File: src/hdl/mtc_pkg.sv
package mtc_pkg;

	localparam int unsigned PIX_W   = 8;
	localparam int unsigned CFG_W   = 13;
	localparam int unsigned COORD_W = 12;
	localparam int unsigned COUNT_W = 25;
	localparam int unsigned SUM_W   = 36;
	localparam int unsigned IDX_W   = 3;

	localparam logic [COUNT_W-1:0] COUNT_LIMIT = 25'd16777216;

	localparam logic [IDX_W-1:0] REG_THRESHOLD     = 3'd0;
	localparam logic [IDX_W-1:0] REG_MASK_DIAMETER = 3'd1;
	localparam logic [IDX_W-1:0] REG_OFFSET_X      = 3'd2;
	localparam logic [IDX_W-1:0] REG_OFFSET_Y      = 3'd3;
	localparam logic [IDX_W-1:0] REG_FRAME_WIDTH   = 3'd4;
	localparam logic [IDX_W-1:0] REG_FRAME_HEIGHT  = 3'd5;

	localparam int unsigned FIFO_DEPTH = 2;
	localparam int unsigned FIFO_PTR_W = $clog2(FIFO_DEPTH);
	localparam int unsigned DIV_STEPS  = COORD_W;

	typedef struct packed {
		logic [PIX_W-1:0]        threshold;
		logic [CFG_W-1:0]        mask_diameter;
		logic signed [CFG_W-1:0] offset_x;
		logic signed [CFG_W-1:0] offset_y;
		logic [CFG_W-1:0]        frame_width;
		logic [CFG_W-1:0]        frame_height;
	} cfg_t;

	typedef struct packed {
		logic [COUNT_W-1:0] count;
		logic [SUM_W-1:0]   sum_x;
		logic [SUM_W-1:0]   sum_y;
	} frame_sum_t;

	typedef struct packed {
		logic empty;
		logic full;
	} fifo_status_t;

	typedef enum logic [1:0] {
		BK_IDLE,
		BK_DIV,
		BK_HOLD
	} back_state_t;

endpackage

File: src/hdl/mtc_front.sv
module mtc_front import mtc_pkg::*; #(
	parameter int unsigned MAX_WIDTH = 4096
) (
	input  logic             clk,
	input  logic             arst_n,
	input  cfg_t             cfg,
	input  logic             in_valid,
	input  logic [PIX_W-1:0] pixel,
	input  logic             frame_end,
	output logic             stall,
	input  fifo_status_t     fifo_status,
	output logic             fifo_push,
	output frame_sum_t       fifo_data
);

	localparam logic [CFG_W-1:0] WIDTH_CAP =
		CFG_W'((MAX_WIDTH < 4096) ? MAX_WIDTH : 4096);

	logic [COORD_W-1:0] col_q, row_q;
	logic [CFG_W-1:0]   row_len;
	logic [CFG_W-1:0]   col_next;
	logic               accept, adv;

	logic signed [CFG_W:0]   cx, cy;
	logic signed [CFG_W+1:0] dx, dy;
	logic [COORD_W-1:0]      radius;
	logic [2*COORD_W-1:0]    r_sq;
	logic [2*COORD_W-1:0]    r_sq_q;

	logic                    v_s1, v_s2, v_s3;
	logic                    gt_s1, gt_s2, gt_s3;
	logic                    last_s1, last_s2, last_s3;
	logic [COORD_W-1:0]      col_s1, col_s2, col_s3;
	logic [COORD_W-1:0]      row_s1, row_s2, row_s3;
	logic signed [CFG_W+1:0] dx_s1, dy_s1;
	logic signed [2*CFG_W+3:0] dx_prod, dy_prod;
	logic [26:0]             dx2_s2, dy2_s2;
	logic [27:0]             dist_sq;
	logic                    inside_s3;

	logic               qual;
	logic [COUNT_W-1:0] cnt_q, cnt_new;
	logic [SUM_W-1:0]   sx_q, sy_q, sx_new, sy_new;

	assign stall  = v_s3 & last_s3 & fifo_status.full;
	assign adv    = ~stall;
	assign accept = in_valid & ~stall;

	// position counters
	always_comb begin
		if (cfg.frame_width == '0) begin
			row_len = CFG_W'(1);
		end else if (cfg.frame_width > WIDTH_CAP) begin
			row_len = WIDTH_CAP;
		end else begin
			row_len = cfg.frame_width;
		end
	end

	assign col_next = {1'b0, col_q} + CFG_W'(1);

	always_ff @(posedge clk or negedge arst_n) begin
		if (!arst_n) begin
			col_q <= '0;
			row_q <= '0;
		end else if (accept) begin
			if (frame_end) begin
				col_q <= '0;
				row_q <= '0;
			end else if (col_next >= row_len) begin
				col_q <= '0;
				row_q <= row_q + COORD_W'(1);
			end else begin
				col_q <= col_next[COORD_W-1:0];
			end
		end
	end

	// mask geometry
	assign cx = $signed({2'b00, cfg.frame_width[CFG_W-1:1]})
		+ $signed({cfg.offset_x[CFG_W-1], cfg.offset_x});
	assign cy = $signed({2'b00, cfg.frame_height[CFG_W-1:1]})
		+ $signed({cfg.offset_y[CFG_W-1], cfg.offset_y});
	assign dx = $signed({3'b000, col_q}) - $signed({cx[CFG_W], cx});
	assign dy = $signed({3'b000, row_q}) - $signed({cy[CFG_W], cy});

	assign radius = cfg.mask_diameter[CFG_W-1:1];
	assign r_sq   = {{COORD_W{1'b0}}, radius} * {{COORD_W{1'b0}}, radius};

	always_ff @(posedge clk) begin
		r_sq_q <= r_sq;
	end

	always_ff @(posedge clk or negedge arst_n) begin
		if (!arst_n) begin
			v_s1 <= 1'b0;
			v_s2 <= 1'b0;
			v_s3 <= 1'b0;
		end else if (adv) begin
			v_s1 <= accept;
			v_s2 <= v_s1;
			v_s3 <= v_s2;
		end
	end

	assign dx_prod = dx_s1 * dx_s1;
	assign dy_prod = dy_s1 * dy_s1;
	assign dist_sq = {1'b0, dx2_s2} + {1'b0, dy2_s2};

	always_ff @(posedge clk) begin
		if (adv) begin
			gt_s1   <= pixel > cfg.threshold;
			last_s1 <= frame_end;
			col_s1  <= col_q;
			row_s1  <= row_q;
			dx_s1   <= dx;
			dy_s1   <= dy;

			gt_s2   <= gt_s1;
			last_s2 <= last_s1;
			col_s2  <= col_s1;
			row_s2  <= row_s1;
			dx2_s2  <= dx_prod[26:0];
			dy2_s2  <= dy_prod[26:0];

			gt_s3     <= gt_s2;
			last_s3   <= last_s2;
			col_s3    <= col_s2;
			row_s3    <= row_s2;
			inside_s3 <= (dist_sq <= {4'b0000, r_sq_q});
		end
	end

	// accumulators
	assign qual = gt_s3 & inside_s3 & (cnt_q < COUNT_LIMIT);

	always_comb begin
		if (qual) begin
			cnt_new = cnt_q + COUNT_W'(1);
			sx_new  = sx_q + SUM_W'(col_s3);
			sy_new  = sy_q + SUM_W'(row_s3);
		end else begin
			cnt_new = cnt_q;
			sx_new  = sx_q;
			sy_new  = sy_q;
		end
	end

	always_ff @(posedge clk or negedge arst_n) begin
		if (!arst_n) begin
			cnt_q <= '0;
			sx_q  <= '0;
			sy_q  <= '0;
		end else if (v_s3 && adv) begin
			if (last_s3) begin
				cnt_q <= '0;
				sx_q  <= '0;
				sy_q  <= '0;
			end else begin
				cnt_q <= cnt_new;
				sx_q  <= sx_new;
				sy_q  <= sy_new;
			end
		end
	end

	assign fifo_push       = v_s3 & last_s3 & adv;
	assign fifo_data.count = cnt_new;
	assign fifo_data.sum_x = sx_new;
	assign fifo_data.sum_y = sy_new;

endmodule

File: src/hdl/mtc_fifo.sv
module mtc_fifo import mtc_pkg::*; (
	input  logic         clk,
	input  logic         arst_n,
	input  logic         push,
	input  frame_sum_t   wr_data,
	input  logic         pop,
	output frame_sum_t   rd_data,
	output fifo_status_t status
);

	frame_sum_t              mem_q [FIFO_DEPTH];
	logic [FIFO_PTR_W-1:0]   wr_ptr_q, rd_ptr_q;
	logic [FIFO_PTR_W:0]     fill_q;
	logic                    do_push, do_pop;

	assign status.empty = (fill_q == '0);
	assign status.full  = (fill_q == (FIFO_PTR_W+1)'(FIFO_DEPTH));
	assign do_push      = push & ~status.full;
	assign do_pop       = pop & ~status.empty;
	assign rd_data      = mem_q[rd_ptr_q];

	always_ff @(posedge clk) begin
		if (do_push) begin
			mem_q[wr_ptr_q] <= wr_data;
		end
	end

	always_ff @(posedge clk or negedge arst_n) begin
		if (!arst_n) begin
			wr_ptr_q <= '0;
			rd_ptr_q <= '0;
			fill_q   <= '0;
		end else begin
			if (do_push) begin
				wr_ptr_q <= (wr_ptr_q == FIFO_PTR_W'(FIFO_DEPTH-1)) ? '0 : wr_ptr_q + 1'b1;
			end
			if (do_pop) begin
				rd_ptr_q <= (rd_ptr_q == FIFO_PTR_W'(FIFO_DEPTH-1)) ? '0 : rd_ptr_q + 1'b1;
			end
			if (do_push && !do_pop) begin
				fill_q <= fill_q + 1'b1;
			end else if (do_pop && !do_push) begin
				fill_q <= fill_q - 1'b1;
			end
		end
	end

endmodule

File: src/hdl/mtc_back.sv
module mtc_back import mtc_pkg::*; (
	input  logic               clk,
	input  logic               arst_n,
	input  fifo_status_t       fifo_status,
	input  frame_sum_t         fifo_data,
	output logic               fifo_pop,
	output logic               empty,
	input  logic               pop,
	output logic [COORD_W-1:0] center_x,
	output logic [COORD_W-1:0] center_y,
	output logic               dark,
	output logic [COUNT_W-1:0] pixel_count
);

	localparam int unsigned STEP_W = $clog2(DIV_STEPS);

	back_state_t state_q, state_d;

	logic [COUNT_W-1:0] cnt_q;
	logic [COUNT_W-1:0] remx_q, remy_q;
	logic [COORD_W-1:0] shx_q, shy_q;
	logic [STEP_W-1:0]  step_q;
	logic [COORD_W-1:0] held_x_q, held_y_q;
	logic               out_valid_q;

	logic               slot_free, out_load, div_last;
	logic [COUNT_W:0]   candx, candy;
	logic               bitx, bity;

	assign slot_free = ~out_valid_q | pop;
	assign div_last  = (step_q == STEP_W'(DIV_STEPS-1));

	always_comb begin
		state_d = state_q;
		case (state_q)
			BK_IDLE: begin
				if (!fifo_status.empty) begin
					state_d = (fifo_data.count == '0) ? BK_HOLD : BK_DIV;
				end
			end
			BK_DIV: begin
				if (div_last) begin
					state_d = BK_HOLD;
				end
			end
			BK_HOLD: begin
				if (slot_free) begin
					state_d = BK_IDLE;
				end
			end
			default: state_d = BK_IDLE;
		endcase
	end

	always_comb begin
		fifo_pop = 1'b0;
		out_load = 1'b0;
		case (state_q)
			BK_IDLE: fifo_pop = ~fifo_status.empty;
			BK_HOLD: out_load = slot_free;
			default: begin
				fifo_pop = 1'b0;
				out_load = 1'b0;
			end
		endcase
	end

	always_ff @(posedge clk or negedge arst_n) begin
		if (!arst_n) begin
			state_q <= BK_IDLE;
		end else begin
			state_q <= state_d;
		end
	end

	// restoring divide, one quotient bit per cycle for both axes
	assign candx = {remx_q, shx_q[COORD_W-1]};
	assign candy = {remy_q, shy_q[COORD_W-1]};
	assign bitx  = candx >= {1'b0, cnt_q};
	assign bity  = candy >= {1'b0, cnt_q};

	always_ff @(posedge clk) begin
		if (fifo_pop) begin
			cnt_q  <= fifo_data.count;
			remx_q <= {1'b0, fifo_data.sum_x[SUM_W-1:COORD_W]};
			remy_q <= {1'b0, fifo_data.sum_y[SUM_W-1:COORD_W]};
			shx_q  <= fifo_data.sum_x[COORD_W-1:0];
			shy_q  <= fifo_data.sum_y[COORD_W-1:0];
			step_q <= '0;
		end else if (state_q == BK_DIV) begin
			remx_q <= bitx ? COUNT_W'(candx - {1'b0, cnt_q}) : candx[COUNT_W-1:0];
			remy_q <= bity ? COUNT_W'(candy - {1'b0, cnt_q}) : candy[COUNT_W-1:0];
			shx_q  <= {shx_q[COORD_W-2:0], bitx};
			shy_q  <= {shy_q[COORD_W-2:0], bity};
			step_q <= step_q + 1'b1;
		end
	end

	always_ff @(posedge clk or negedge arst_n) begin
		if (!arst_n) begin
			held_x_q    <= '0;
			held_y_q    <= '0;
			out_valid_q <= 1'b0;
		end else begin
			if (out_load) begin
				out_valid_q <= 1'b1;
				if (cnt_q != '0) begin
					held_x_q <= shx_q;
					held_y_q <= shy_q;
				end
			end else if (pop) begin
				out_valid_q <= 1'b0;
			end
		end
	end

	always_ff @(posedge clk) begin
		if (out_load) begin
			pixel_count <= cnt_q;
			if (cnt_q == '0) begin
				center_x <= held_x_q;
				center_y <= held_y_q;
				dark     <= 1'b1;
			end else begin
				center_x <= shx_q;
				center_y <= shy_q;
				dark     <= 1'b0;
			end
		end
	end

	assign empty = ~out_valid_q;

endmodule

File: src/hdl/masked_threshold_centroid_top.sv
// Centroid of the bright pixels of a frame inside a circular mask. Pixels go in
// raster order, one per clock while full is low, with frame_end on the last
// pixel of each frame; the column and row come from internal counters that
// follow frame_width. Each pixel passes a three-stage mask pipeline (offsets,
// squares, radius compare) and then the running sums. At the end of a frame its
// totals go into a two-entry queue and a shared restoring divider works out
// both coordinates. full only rises when two frame totals are queued and a
// third frame ends, which needs frames shorter than the divide time or a result
// side that holds off pop. Write configuration with no frame in flight and the
// result queue drained.
module masked_threshold_centroid_top import mtc_pkg::*; #(
	parameter int unsigned MAX_WIDTH = 4096
) (
	input  logic               clk,
	input  logic               arst_n,
	input  logic               push,
	output logic               full,
	input  logic [PIX_W-1:0]   pixel,
	input  logic               frame_end,
	output logic               empty,
	input  logic               pop,
	output logic [COORD_W-1:0] center_x,
	output logic [COORD_W-1:0] center_y,
	output logic               dark,
	output logic [COUNT_W-1:0] pixel_count,
	input  logic               cfg_valid,
	output logic               cfg_ready,
	input  logic [IDX_W-1:0]   cfg_index,
	input  logic [CFG_W-1:0]   cfg_data
);

	cfg_t         cfg_q;
	fifo_status_t fifo_status;
	frame_sum_t   push_data, pop_data;
	logic         fifo_push, fifo_pop;

	assign cfg_ready = 1'b1;

	always_ff @(posedge clk or negedge arst_n) begin
		if (!arst_n) begin
			cfg_q.threshold     <= 8'd48;
			cfg_q.mask_diameter <= 13'd480;
			cfg_q.offset_x      <= '0;
			cfg_q.offset_y      <= '0;
			cfg_q.frame_width   <= 13'd640;
			cfg_q.frame_height  <= 13'd480;
		end else if (cfg_valid && cfg_ready) begin
			case (cfg_index)
				REG_THRESHOLD:     cfg_q.threshold     <= cfg_data[PIX_W-1:0];
				REG_MASK_DIAMETER: cfg_q.mask_diameter <= cfg_data;
				REG_OFFSET_X:      cfg_q.offset_x      <= cfg_data;
				REG_OFFSET_Y:      cfg_q.offset_y      <= cfg_data;
				REG_FRAME_WIDTH:   cfg_q.frame_width   <= cfg_data;
				REG_FRAME_HEIGHT:  cfg_q.frame_height  <= cfg_data;
				default: cfg_q <= cfg_q;
			endcase
		end
	end

	mtc_front #(
		.MAX_WIDTH(MAX_WIDTH)
	) u_front (
		.clk         (clk),
		.arst_n      (arst_n),
		.cfg         (cfg_q),
		.in_valid    (push),
		.pixel       (pixel),
		.frame_end   (frame_end),
		.stall       (full),
		.fifo_status (fifo_status),
		.fifo_push   (fifo_push),
		.fifo_data   (push_data)
	);

	mtc_fifo u_fifo (
		.clk     (clk),
		.arst_n  (arst_n),
		.push    (fifo_push),
		.wr_data (push_data),
		.pop     (fifo_pop),
		.rd_data (pop_data),
		.status  (fifo_status)
	);

	mtc_back u_back (
		.clk         (clk),
		.arst_n      (arst_n),
		.fifo_status (fifo_status),
		.fifo_data   (pop_data),
		.fifo_pop    (fifo_pop),
		.empty       (empty),
		.pop         (pop),
		.center_x    (center_x),
		.center_y    (center_y),
		.dark        (dark),
		.pixel_count (pixel_count)
	);

endmodule
File: config.mk
export PLATFORM = sky130hd
export DESIGN_NAME = masked_threshold_centroid_top
export DESIGN_NICKNAME = d
export VERILOG_FILES = /design/src/hdl/mtc_pkg.sv /design/src/hdl/mtc_front.sv /design/src/hdl/mtc_fifo.sv /design/src/hdl/mtc_back.sv /design/src/hdl/masked_threshold_centroid_top.sv
export SDC_FILE = /design/constraint.sdc
export NUM_CORES = 2
export LEC_CHECK = 0
export BUFFER_PORTS_ARGS = -buffer_cell sky130_fd_sc_hd__buf_4
export CORE_MARGIN = 2
export CORE_UTILIZATION = 65
export DETAILED_ROUTE_END_ITERATION = 8
export PLACE_DENSITY_LB_ADDON = 0.08
export SETUP_SLACK_MARGIN = 0.02
export SYNTH_ARGS = -nofsm -noshare
export SYNTH_HDL_FRONTEND = slang
export SYNTH_HIERARCHICAL = 1
export SYNTH_SLANG_ARGS = --single-unit
File: constraint.sdc
create_clock -name clk -period 18.97 [get_ports clk]
set_input_delay 3.794 -clock clk [delete_from_list [all_inputs] [get_ports clk]]
set_output_delay 3.794 -clock clk [all_outputs]
set_load 0.01 [all_outputs]
==> flow_summary.json <==
{
  "worst_ep_arrival_time_ps": 7260,
  "synth-warning-count": 6,
  "post_drt_via_cell_ratio": 5.755,
  "worst_pin_slew_ps": 1108,
  "cts_resized": 0,
  "maxCapViolCount": 0,
  "die_y_um": 297.6,
  "grt_pass1_wl_mm": 202.2,
  "r2r_slack_ps": 12080,
  "cts_sinks": 757,
  "drc": 0,
  "postSynthCellCount": 5176,
  "synth_nets": 6069,
  "critPathMaxStageDelay_ps": 760,
  "critPathLaunchType": "flop",
  "clockRootBuffer": "clkbuf_16",
  "die_w_um": 297.6,
  "dr.first_iter.drc_count": 2566,
  "grt_remaining_overflow": 0,
  "num_rows": 107,
  "synth_area_sq_um": 56010,
  "finalCritPeriodShare_pct": 36.30,
  "start_util_pct": 65.68,
  "die_area_sq_um": 88540,
  "htree_num_levels": 3,
  "vias": 36880,
  "post_cts_buffers": 0,
  "endpoint_kind": "flop",
  "coreArea_sq_um": 85280,
  "clkLatencyLatePin_ps": 640,
  "path_class": "reg2reg",
  "drive_gt1_share_pct": 10.01,
  "status": "finished, final reports clean",
  "crit_family": "adder cells",
  "clock.fmax_ghz": 0.1452,
  "crit_top_cell": "fa_1",
  "nets": 6092,
  "io_pins": 83,
  "finalMaxSlewViolations": 0,
  "first_pass_iters": 6,
  "critPathBufInv": 3,
  "hpwlAfterDp_mm": 93.42,
  "critPathMaxFanout": 16,
  "drt_wl_total_mm": 124.1,
  "setup_tns_ps": 0,
  "cp_cell_sequence": "nand2_1 -> fa_1 -> fa_1 -> inv_1 -> fa_1 -> fa_1 -> fa_1 -> inv_1 -> fa_1 -> inv_1 -> ha_1 -> or3_1 -> or2_2 -> a2111oi_0 -> o21ai_0 -> nand2_1 -> o2111ai_1 -> a21oi_1 -> xnor2_1",
  "post_drt_wl_per_cell_um": 19.37,
  "crit_slowest_cell": "fa_1",
  "required_ps": 19340,
  "grtUsageTotal_pct": 28.77,
  "rsz0062_at_grt": "no",
  "slew_headroom_pct": 26.16,
  "gp_congestion": 0.8899,
  "grt_pass1_vias": 37800,
  "cts_hold_buf": 0,
  "insertedDiodeCount": 0,
  "antenna_found_initial": 2,
  "path_clk_slew_ps": 60,
  "finalClockSkew_ps": 58.54,
  "postSynthAreaPerCell_sq_um": 10.82,
  "worstHoldPathType": "reg2reg",
  "hold_violations": 0,
  "cts_max_path_buffers": 3,
  "grt_max_degree": 165,
  "area_growth_pct": 7.702,
  "ant_nets": 0,
  "cts_made_buffers": 80,
  "cts_tree": "yes",
  "setup_violations": 0,
  "finalCriticalPeriod_ps": 6886,
  "io_buffers": 81
}
## state kept, by name (all words and copies together) (netlist names), 15 cells and up
| name | count |
|---|---|
| u_front/dy2_s2 | 26 |
| u_back/remy_q | 25 |
| u_front/dy_s1 | 15 |
| u_back/pixel_count | 25 |
| u_front/r_sq_q | 23 |
| u_fifo/mem_q | 194 |
| u_back/cnt_q | 25 |
| u_front/dx_s1 | 15 |
| u_front/sx_q | 36 |
| cfg_q | 71 |
| u_front/dx2_s2 | 26 |
| u_front/sy_q | 36 |
| u_front/cnt_q | 25 |
| u_back/remx_q | 25 |
## through the flow
stage          cells  cell area [sq um]  util [%]  setup slack (ps)  hold slack, ps
2_1_floorplan   5176              56010         -              9723           388.3
3_3_place_gp    6261              57590     67.53             12250           401.5
3_5_place_dp    6261              57590     67.53             12100           404.5
4_1_cts         6408              60330     70.74             12120           396.3
5_1_grt         6408              60330     70.74             11790           411.9
6_report        6408              60330     70.74             12080           405.4
## final timing paths
check / start / end / depth (start not counted)
hold / removal: u_front/col_s2[5] / u_front/col_s3[5] / 0
min in group asynchronous: arst_n / u_back/held_x_q[9] / 1
max in group asynchronous: arst_n / cfg_q[55] / 3
hold reg to reg: u_front/col_s2[5] / u_front/col_s3[5] / 0
setup reg to reg: u_front/dx_s1[1] / u_front/dx2_s2[26] / 19
setup / recovery: u_front/dx_s1[1] / u_front/dx2_s2[26] / 19
## placed cells by master, fill, tap and decap left out, types with 31 or more instances in the layout
| master | n |
|---|---|
| nor2_1 | 250 |
| and2_1 | 128 |
| mux2_2 | 202 |
| xnor2_1 | 190 |
| clkbuf_16 | 85 |
| edfxtp_1 | 502 |
| a31oi_1 | 46 |
| a22o_1 | 31 |
| fa_1 | 461 |
| buf_4 | 102 |
| nor3_1 | 51 |
| a21oi_1 | 194 |
| nand2b_1 | 41 |
| xor2_1 | 100 |
| o21ai_0 | 185 |
| mux2i_1 | 64 |
| ha_1 | 402 |
| inv_1 | 808 |
| and3_1 | 61 |
| dfrtp_1 | 213 |
| nand2_1 | 458 |
| a21o_1 | 48 |
| nor2b_1 | 58 |
| nand4_1 | 33 |
| nand3_1 | 76 |
## routing by layer
metal	track usage, %	vias to the layer above	wire (um)
li1	-	17460	-
met4	10.69	4	4795
met2	48.72	963	60940
met1	38.37	18210	52720
met3	3.396	233	5633
met5	0	-	24
## area by class of cell
cell class / instances / area (sq um)
clock buffers: 116 / 2344
flip-flops and latches: 757 / 21330
fillers: 6295 / 24950
multi-input cells: 3444 / 30980
clock inverters: 31 / 392.9
well taps: 1144 / 1431
repair buffers: 104 / 800.8
inverters: 812 / 3048
## worst reg2reg max path: cells and delay by family, from the launching register on
kind / cells / cell delay (ps)
AO/OA/AOI/OAI: 4 / 1160
XOR/XNOR: 1 / 90
adder cells (fa/ha/maj): 7 / 3360
buffers and inverters: 3 / 170
flip-flops: 1 / 740
AND/OR/NAND/NOR: 4 / 1100
Power is left out: the tool's default activity adds up to more than one toggle a clock period on the data nets, which glitch-free logic cannot reach.
